`src/design/assert_macros.svh`:
```
// Assertion macros shared by the RTL of the stencil block.
`ifndef ASSERT_MACROS_SVH
`define ASSERT_MACROS_SVH

// Same-cycle implication, checked on every rising edge outside reset.
`define ASSERT_IMPLIES(label, clk, rst, ante, cons, msg) \
label: assert property (@(posedge clk) disable iff (rst) (ante) |-> (cons)) else $error(msg);

// Next-cycle implication, checked on every rising edge outside reset.
`define ASSERT_NEXT(label, clk, rst, ante, cons, msg) \
label: assert property (@(posedge clk) disable iff (rst) (ante) |=> (cons)) else $error(msg);

`endif

```
`src/design/j7s_pkg.sv`:
```
// Shared constants and types of the 3-D Jacobi 7-point stencil block.
package j7s_pkg;

   localparam int MAX_EDGE    = 64;
   localparam int RESET_EDGE  = 8;
   localparam int CSR_W       = 7;
   localparam int DATA_W      = 32;

   // window geometry
   localparam int WIN_LINE    = MAX_EDGE + 2;
   localparam int LINE_W      = $clog2(WIN_LINE + 2);   // holds line + 1
   localparam int LINE_DEPTH  = 2 ** LINE_W;
   localparam int PLANE_W     = $clog2(WIN_LINE * WIN_LINE + WIN_LINE + 1);
   localparam int PLANE_DEPTH = 2 ** PLANE_W;

   // arithmetic widths
   localparam int PSUM_W      = DATA_W + 2;   // sum of three words
   localparam int SUM_W       = DATA_W + 3;   // sum of six words
   localparam int HALF_W      = DATA_W + 1;   // |sum| / 2 < 2^33
   localparam int RECIP_W     = 34;
   localparam int RECIP_SHIFT = 35;
   localparam int LO_W        = 16;
   localparam int HI_W        = HALF_W - LO_W;
   localparam int PLO_W       = LO_W + RECIP_W;
   localparam int PHI_W       = HI_W + RECIP_W;
   localparam int FULL_W      = PHI_W + LO_W;
   localparam int RES_W       = DATA_W + 2;

   // (2^35 + 1) / 3: exact floor(h / 3) for h < 2^33
   localparam logic [RECIP_W-1:0] RECIP3 = 34'd11453246123;

   localparam logic signed [RES_W-1:0] ONE_Q16 = 34'sd65536;
   localparam logic signed [RES_W-1:0] SAT_HI  = {3'b000, {(DATA_W-1){1'b1}}};
   localparam logic signed [RES_W-1:0] SAT_LO  = {3'b111, {(DATA_W-1){1'b0}}};

   typedef logic signed [DATA_W-1:0] word_type;

   typedef struct packed {
      logic [LINE_W-1:0]  line;
      logic [PLANE_W-1:0] plane;
   } geom_type;

   typedef struct packed {
      logic valid;
      logic emit;
      logic last;
   } beat_type;

   typedef struct packed {
      logic valid;
      logic last;
   } ctl_type;

   // six face neighbours of the voxel being finished
   typedef struct packed {
      word_type cur;     // z + 1
      word_type near;    // y + 1
      word_type far;     // y - 1
      word_type back;    // z - 1
      word_type xhi;     // x + 1
      word_type xlo;     // x - 1
   } taps_type;

   typedef struct packed {
      logic     valid;
      logic     last;
      word_type value;
   } res_type;

endpackage

```
`src/design/j7s_mean.sv`:
```
// Six-neighbour sum, divide by six, add one in Q16.16 and saturate.
module j7s_mean (
   input  logic              clock,
   input  logic              reset,
   input  logic              move,
   input  j7s_pkg::beat_type s1_beat,
   input  j7s_pkg::taps_type taps,
   output j7s_pkg::res_type  res
);
   import j7s_pkg::*;

   ctl_type                   c2_ff, c2_in, c3_ff, c4_ff, c5_ff, c6_ff;
   logic signed [PSUM_W-1:0]  psa_ff, psa_in, psb_ff, psb_in;
   logic signed [SUM_W-1:0]   sum_ff, sum_in;
   logic [SUM_W-1:0]          mag;
   logic                      neg4_ff, neg4_in, neg5_ff, neg6_ff;
   logic [HALF_W-1:0]         half_ff, half_in;
   logic [PLO_W-1:0]          plo_ff, plo_in;
   logic [PHI_W-1:0]          phi_ff, phi_in;
   logic [FULL_W-1:0]         full;
   logic [DATA_W-1:0]         q_ff, q_in;
   logic signed [RES_W-1:0]   rs;
   word_type                  value;

   always_comb begin
      c2_in.valid = s1_beat.valid && s1_beat.emit;
      c2_in.last  = s1_beat.last;
      psa_in = PSUM_W'(taps.cur) + PSUM_W'(taps.near) + PSUM_W'(taps.far);
      psb_in = PSUM_W'(taps.back) + PSUM_W'(taps.xhi) + PSUM_W'(taps.xlo);
      sum_in = SUM_W'(psa_ff) + SUM_W'(psb_ff);
      // truncate toward zero: divide the magnitude, put the sign back after
      neg4_in = sum_ff[SUM_W-1];
      mag     = neg4_in ? SUM_W'(-sum_ff) : SUM_W'(sum_ff);
      half_in = mag[HALF_W:1];
      plo_in  = PLO_W'(half_ff[LO_W-1:0]) * PLO_W'(RECIP3);
      phi_in  = PHI_W'(half_ff[HALF_W-1:LO_W]) * PHI_W'(RECIP3);
      full    = {phi_ff, LO_W'(0)} + FULL_W'(plo_ff);
      q_in    = full[RECIP_SHIFT +: DATA_W];
      rs      = neg6_ff ? ONE_Q16 - RES_W'(q_ff) : ONE_Q16 + RES_W'(q_ff);
      if (rs > SAT_HI) begin
         value = SAT_HI[DATA_W-1:0];
      end else if (rs < SAT_LO) begin
         value = SAT_LO[DATA_W-1:0];
      end else begin
         value = rs[DATA_W-1:0];
      end
      res.valid = c6_ff.valid;
      res.last  = c6_ff.last;
      res.value = value;
   end

   always_ff @(posedge clock) begin
      if (reset) begin
         c2_ff <= '0;
         c3_ff <= '0;
         c4_ff <= '0;
         c5_ff <= '0;
         c6_ff <= '0;
      end else if (move) begin
         c2_ff <= c2_in;
         c3_ff <= c2_ff;
         c4_ff <= c3_ff;
         c5_ff <= c4_ff;
         c6_ff <= c5_ff;
      end
   end

   always_ff @(posedge clock) begin
      if (move) begin
         psa_ff  <= psa_in;
         psb_ff  <= psb_in;
         sum_ff  <= sum_in;
         neg4_ff <= neg4_in;
         half_ff <= half_in;
         neg5_ff <= neg4_ff;
         plo_ff  <= plo_in;
         phi_ff  <= phi_in;
         neg6_ff <= neg5_ff;
         q_ff    <= q_in;
      end
   end

endmodule
```
`config.mk`:
```
export PLATFORM = sky130hd
export DESIGN_NAME = j7s_mean
export DESIGN_NICKNAME = d
export VERILOG_FILES = /design/src/design/assert_macros.svh /design/src/design/j7s_pkg.sv /design/src/design/j7s_mean.sv
export SDC_FILE = /design/constraint.sdc
export NUM_CORES = 1
export LEC_CHECK = 0
export ABC_AREA = 1
export BUFFER_PORTS_ARGS = -buffer_cell sky130_fd_sc_hd__buf_2
export CORE_UTILIZATION = 57
export DETAILED_ROUTE_END_ITERATION = 10
export PLACE_DENSITY_LB_ADDON = 0.08
export SLEW_MARGIN = 10
export SYNTH_ARGS = -nofsm -noshare
export SYNTH_HDL_FRONTEND = slang
export SYNTH_SLANG_ARGS = --single-unit
export TNS_END_PERCENT = 50
```
`constraint.sdc`:
```
create_clock -name clock -period 7.85 [get_ports clock]
set_clock_uncertainty 0.15 [all_clocks]
set_input_delay 0.785 -clock clock [delete_from_list [all_inputs] [get_ports clock]]
set_output_delay 0.785 -clock clock [all_outputs]
set_load 0.03 [all_outputs]
```
; Yosys cells after proc, flatten, opt, wreduce, memory -nomap -nowiden
; Cells that the tools add are included.
[classes]
n_reduce_logical = 1
n_mul = 2
addsub = 9
mux = 4
n_lt_le_gt_ge = 2
[ops]
columns = op, n
row1 = $add A33 B32 Y34, 2
row2 = $mux W34, 2
row3 = $add A67 B50 Y67, 1
row4 = $add A32 B32 Y33, 2
row5 = $mux W32, 2
row6 = $mul A17 B34 Y51 const B, 1
row7 = $mul A16 B34 Y50 const B, 1
row8 = $add A34 B34 Y35, 1
row9 = $gt A34 B32 Y1 const B, 1
row10 = $lt A34 B32 Y1 const B, 1
row11 = $neg A34 Y34, 1
row12 = $add A17 B32 Y33 const A, 1
row13 = $sub A17 B32 Y33 const A, 1
row14 = $logic_and A1 B1 Y1, 1
[word_totals]
reg_bits = 282
elab_cells = 38
output_inout_bits = 34

; Depth between registers and ports, before layout
[depth]
depth_word = 5
mapped_depth = 26
mapped_depth_nobuf = 25

; Worst setup path before layout
; Ideal clock, no wire load.
[synth_path]
kind = flip-flop to flip-flop
startpoint = register half_ff[20]
endpoint = register phi_ff[38], data pin
path_stages_with_launch = 22
synth_period_minus_slack_ns = 5.552
t_arrival_ns = 5.150
path_slack_ns = 2.298
cell_sequence = edfxtp_1 -> ha_1 -> inv_1 -> fa_1 -> inv_1 -> fa_1 -> inv_1 -> fa_1 -> inv_1 -> fa_1 -> inv_1 -> fa_1 -> inv_1 -> ha_1 -> buf_6 -> a21oi_1 -> a21boi_2 -> nand3_2 -> nand2_2 -> nand2_1 -> nand2_1 -> nand2_1
[synth_via]
elab_chain_len = 1
[synth_rtl]
columns = element, line_no
row1 = from (decl), j7s_mean.sv:17  ; logic [HALF_W-1:0] half_ff, half_in;
row2 = from (signal assigned), j7s_mean.sv:74  ; half_ff <= half_in;
row3 = $mul A17 B34 Y51, j7s_mean.sv:36  ; phi_in = PHI_W'(half_ff[HALF_W-1:LO_W]) * PHI_W'(RECIP3);
row4 = via phi_in[38], j7s_mean.sv:19  ; logic [PHI_W-1:0] phi_ff, phi_in;
row5 = to (signal assigned), j7s_mean.sv:77  ; phi_ff <= phi_in;
row6 = to (decl), j7s_mean.sv:19
; The timed path passes the listed nets, and every way through them passes these cells.
; A chain may end at the register's enable or synchronous reset.

; Final worst setup path
[layout_path]
startpoint = register half_ff[20]
endpoint = register phi_ff[42], data pin
; Same word-level chain as after synthesis.

==> summary.md <==
| Metric | Value |
|---|---|
| Status | `complete, no violations` |
| Cts hold-fix bufs | `0` |
| Layout Area Growth over Synthesis | `8.969%` |
| Post-Synth XOR/XNOR Area | `0.03933` |
| Unrepaired setup endpoints after global routing | `no` |
| Worst setup EP type | `register` |
| DRT iter0 DRCs | `1995` |
| Syn nets | `5462` |
| CP Max Fanout | `11` |
| Ys Warns | `0` |
| # IOs | `232` |
| Synth cell types | `49` |
| Relative slew slack | `0.2873` |
| Placer Congestion | `1.016` |
| Cells after Synth | `4639` |
| Synth Area in Compound Gates | `0.07525` |
| Maxcap violations | `0` |
| Area leader, netlist | `edfxtp_1` |
| Mapped Area | `34070 sq um` |
| Asr flop ratio synth | `0` |
| Die area | `60750 sq um` |
| Cell mode on critical path | `inv_1` |
| Worst hold path type | `reg2reg` |
| Max Clock Freq | `0.1614 GHz` |
| Vias in the first global route | `29.55k` |
| Share of layout cells above drive strength 1 | `0.06766` |
| DR WL/cell | `16.94 um` |
| Die W | `246.5 um` |
| Final WL | `96240 um` |
| Slowest stage cell, crit path | `ha_1` |
| Max-slew violation count | `0` |
| Mean Syn Cell Area | `7.344 sq um` |
| Critical path class | `reg2reg` |
| CTS sink count | `266` |
| IO Port Bufs | `231` |
| Worst path arrival time | `6420 ps` |
| Period utilization | `0.7894` |
| Core ar. | `59020 sq um` |
| #FFs+latches synth | `266` |
| Num rows | `89` |
| Final setup viols | `0` |
| Total GRT Usage | `0.3232` |
| CTS root buf | `clkbuf_16` |
| Clk slew on worst S/H paths | `70 ps` |
| Post-DRT Antenna Nets | `0` |
| H-tree Lvls | `1` |
| CTS tree | `done` |
| Largest net degree at the start of global routing | `138` |
| DRT Pass-1 Iters | `6` |
| Die Y | `246.5 um` |
| Least-Margin Pin Slew | `1069 ps` |
| Grt ovf | `0` |
| Final hold vios | `0` |
| Largest family of logic cells by synthesized area | `adder cells` |
| Post-Synth Adder-Cell Area | `0.2831` |
| Clk buf depth | `3` |
| Initial core utilization | `0.5773` |
| Nets | `5707` |
| Total CTS buffers | `31` |
| Post-synth EDFFs | `256` |
| Storage cell area | `7888 sq um` |
| Simple-Gate Fraction of Synth Area | `0.2668` |
| Post-synthesis sequential area ratio | `0.2315` |
| Most used DFF post-synth | `edfxtp_1` |
| First-pass GRT wire length | `153200 um` |
| Minimum clock period | `6197 ps` |
| Fill cells | `5441` |
| HPWL after DPL | `82890 um` |
| Critical path, cell by cell | `ha_1, inv_1, fa_1, inv_1, fa_1, inv_1, fa_1, inv_1, fa_1, inv_1, fa_1, inv_1, ha_1, nand2_4, inv_1, nand2_1, nor3_2, nand2_1, nand3_2, nand2_2, nand3_1, nand2_1` |
| Post-CTS sizing | `0` |
| ANT cells | `0` |
| CP startpoint kind | `register` |
| Later-pin clock latency in the skew report | `610 ps` |
| WP data required | `8070 ps` |
| Via density per instance | `5.334` |
| Main area contributors after synthesis | `edfxtp_1 23%, nand2_1 14%, fa_1 14%` |
| Initial antenna violation count | `0` |
| Multi-input gate area | `22640 sq um` |
| Mux cell area share after synthesis | `0` |
| CP peak stage delay | `620 ps` |
| Residual DRC | `0` |
| Synth top area share | `0.2256` |
| Vias | `30.30k` |
| Post-CTS Setup Bufs | `0` |
| Setup TNS | `0 ps` |
[kinds of logic (layout without fill, tap and decap cells)]
logic type | count (synthesis) | count (layout)
DFF | 266 | 266
xor gates and xnor gates | 153 | 153
AOI/OAI and AO/OA | 471 | 471
buffers and inverters | 926 | 1194
and+or+nand+nor | 2198 | 2198
adders and majority gates | 625 | 625
[flip-flops by register name (all words and copies together), names as in the netlist]
register and flops:
res 2, neg4_ff 1, psa_ff 34, sum_ff 35, plo_ff 34, phi_ff 51, neg6_ff 1, psb_ff 34
half_ff 33, q_ff 32, c3_ff 2, c4_ff 2, neg5_ff 1, c5_ff 2, c2_ff 2
[worst max-delay path: cells and delay by family, from the launching register on]
family	cells	cell delay, ps
buffers and inverters	7	750
adders and majority gates	7	3620
and+or+nand+nor	8	990
DFF	1	460
[cell usage in the layout (no fill, tap or decap), types with 10 or more instances in the layout]
master	instances
nor2_2	12
edfxtp_1	256
nand4_1	69
xor2_1	125
ha_1	382
a21o_1	13
a21oi_1	232
fa_1	243
nand3_1	263
a21boi_0	10
nand2_1	1308
dfxtp_1	10
xnor2_1	28
nor2_1	435
o21bai_1	32
inv_1	896
o21ai_0	155
nor3_1	59
clkbuf_16	31
buf_2	230
[stage by stage]
stage | setup WS (ps) | cell area (sq um) | cells | hold slack (ps) | utilization
3_3_place_gp | 1710 | 36090 | 5624 | 253.1 | 0.6114
6_report | 1653 | 37120 | 5680 | 263.0 | 0.6290
2_1_floorplan | 2298 | 34070 | 4639 | 250.3 | -
3_5_place_dp | 1645 | 36090 | 5624 | 255.4 | 0.6114
4_1_cts | 1655 | 37120 | 5680 | 260.4 | 0.6290
5_1_grt | 1213 | 37120 | 5680 | 263.6 | 0.6290
[layer usage]
metal / wire length (um) / track usage
met2: 45850 / 0.5677
met4: 3184 / 0.09622
met1: 42390 / 0.4209
met3: 4816 / 0.02865
met5: 0 / 0
[area by class of cell]
cell class / count / share of cell area
Clock buffer: 36 / 0.02140
Tap cell: 773 / 0.02605
Sequential cell: 266 / 0.2125
Clock inverter: 20 / 0.006572
Timing Repair Buffer: 234 / 0.03235
Multi-Input combinational cell: 3447 / 0.6098
Inverter: 904 / 0.09140
[final timing paths]
kind | start | to | slack, ps | depth (start not counted)
max | half_ff[20] | phi_ff[42] | 1650 | 22
max reg2reg | half_ff[20] | phi_ff[42] | 1650 | 22
min reg2reg | neg4_ff | neg5_ff | 260 | 0
min | neg4_ff | neg5_ff | 260 | 0
[synth_stat cells, types with 4 or more instances]
cell type and n:
fa_1 243, edfxtp_1 256, nor2_1 435, xnor2_1 28
and2_1 4, dfxtp_1 10, nand4_1 69, inv_2 6
nand3b_1 8, inv_1 896, nor3_1 59, buf_6 8
o21bai_1 32, o21a_1 8, a21boi_0 10, clkbuf_1 10
o211ai_1 5, o21ai_1 7, a21oi_1 232, or2_2 6
ha_1 382, o21ai_0 155, nand2_2 7, nand2_1 1308
nand3_2 5, nor4_1 9, nand3_1 263, a21o_1 13
nor2_2 12, xor2_1 125
Power is left out: the tool's default activity adds up to more than one toggle a clock period on the data nets, which glitch-free logic cannot reach.
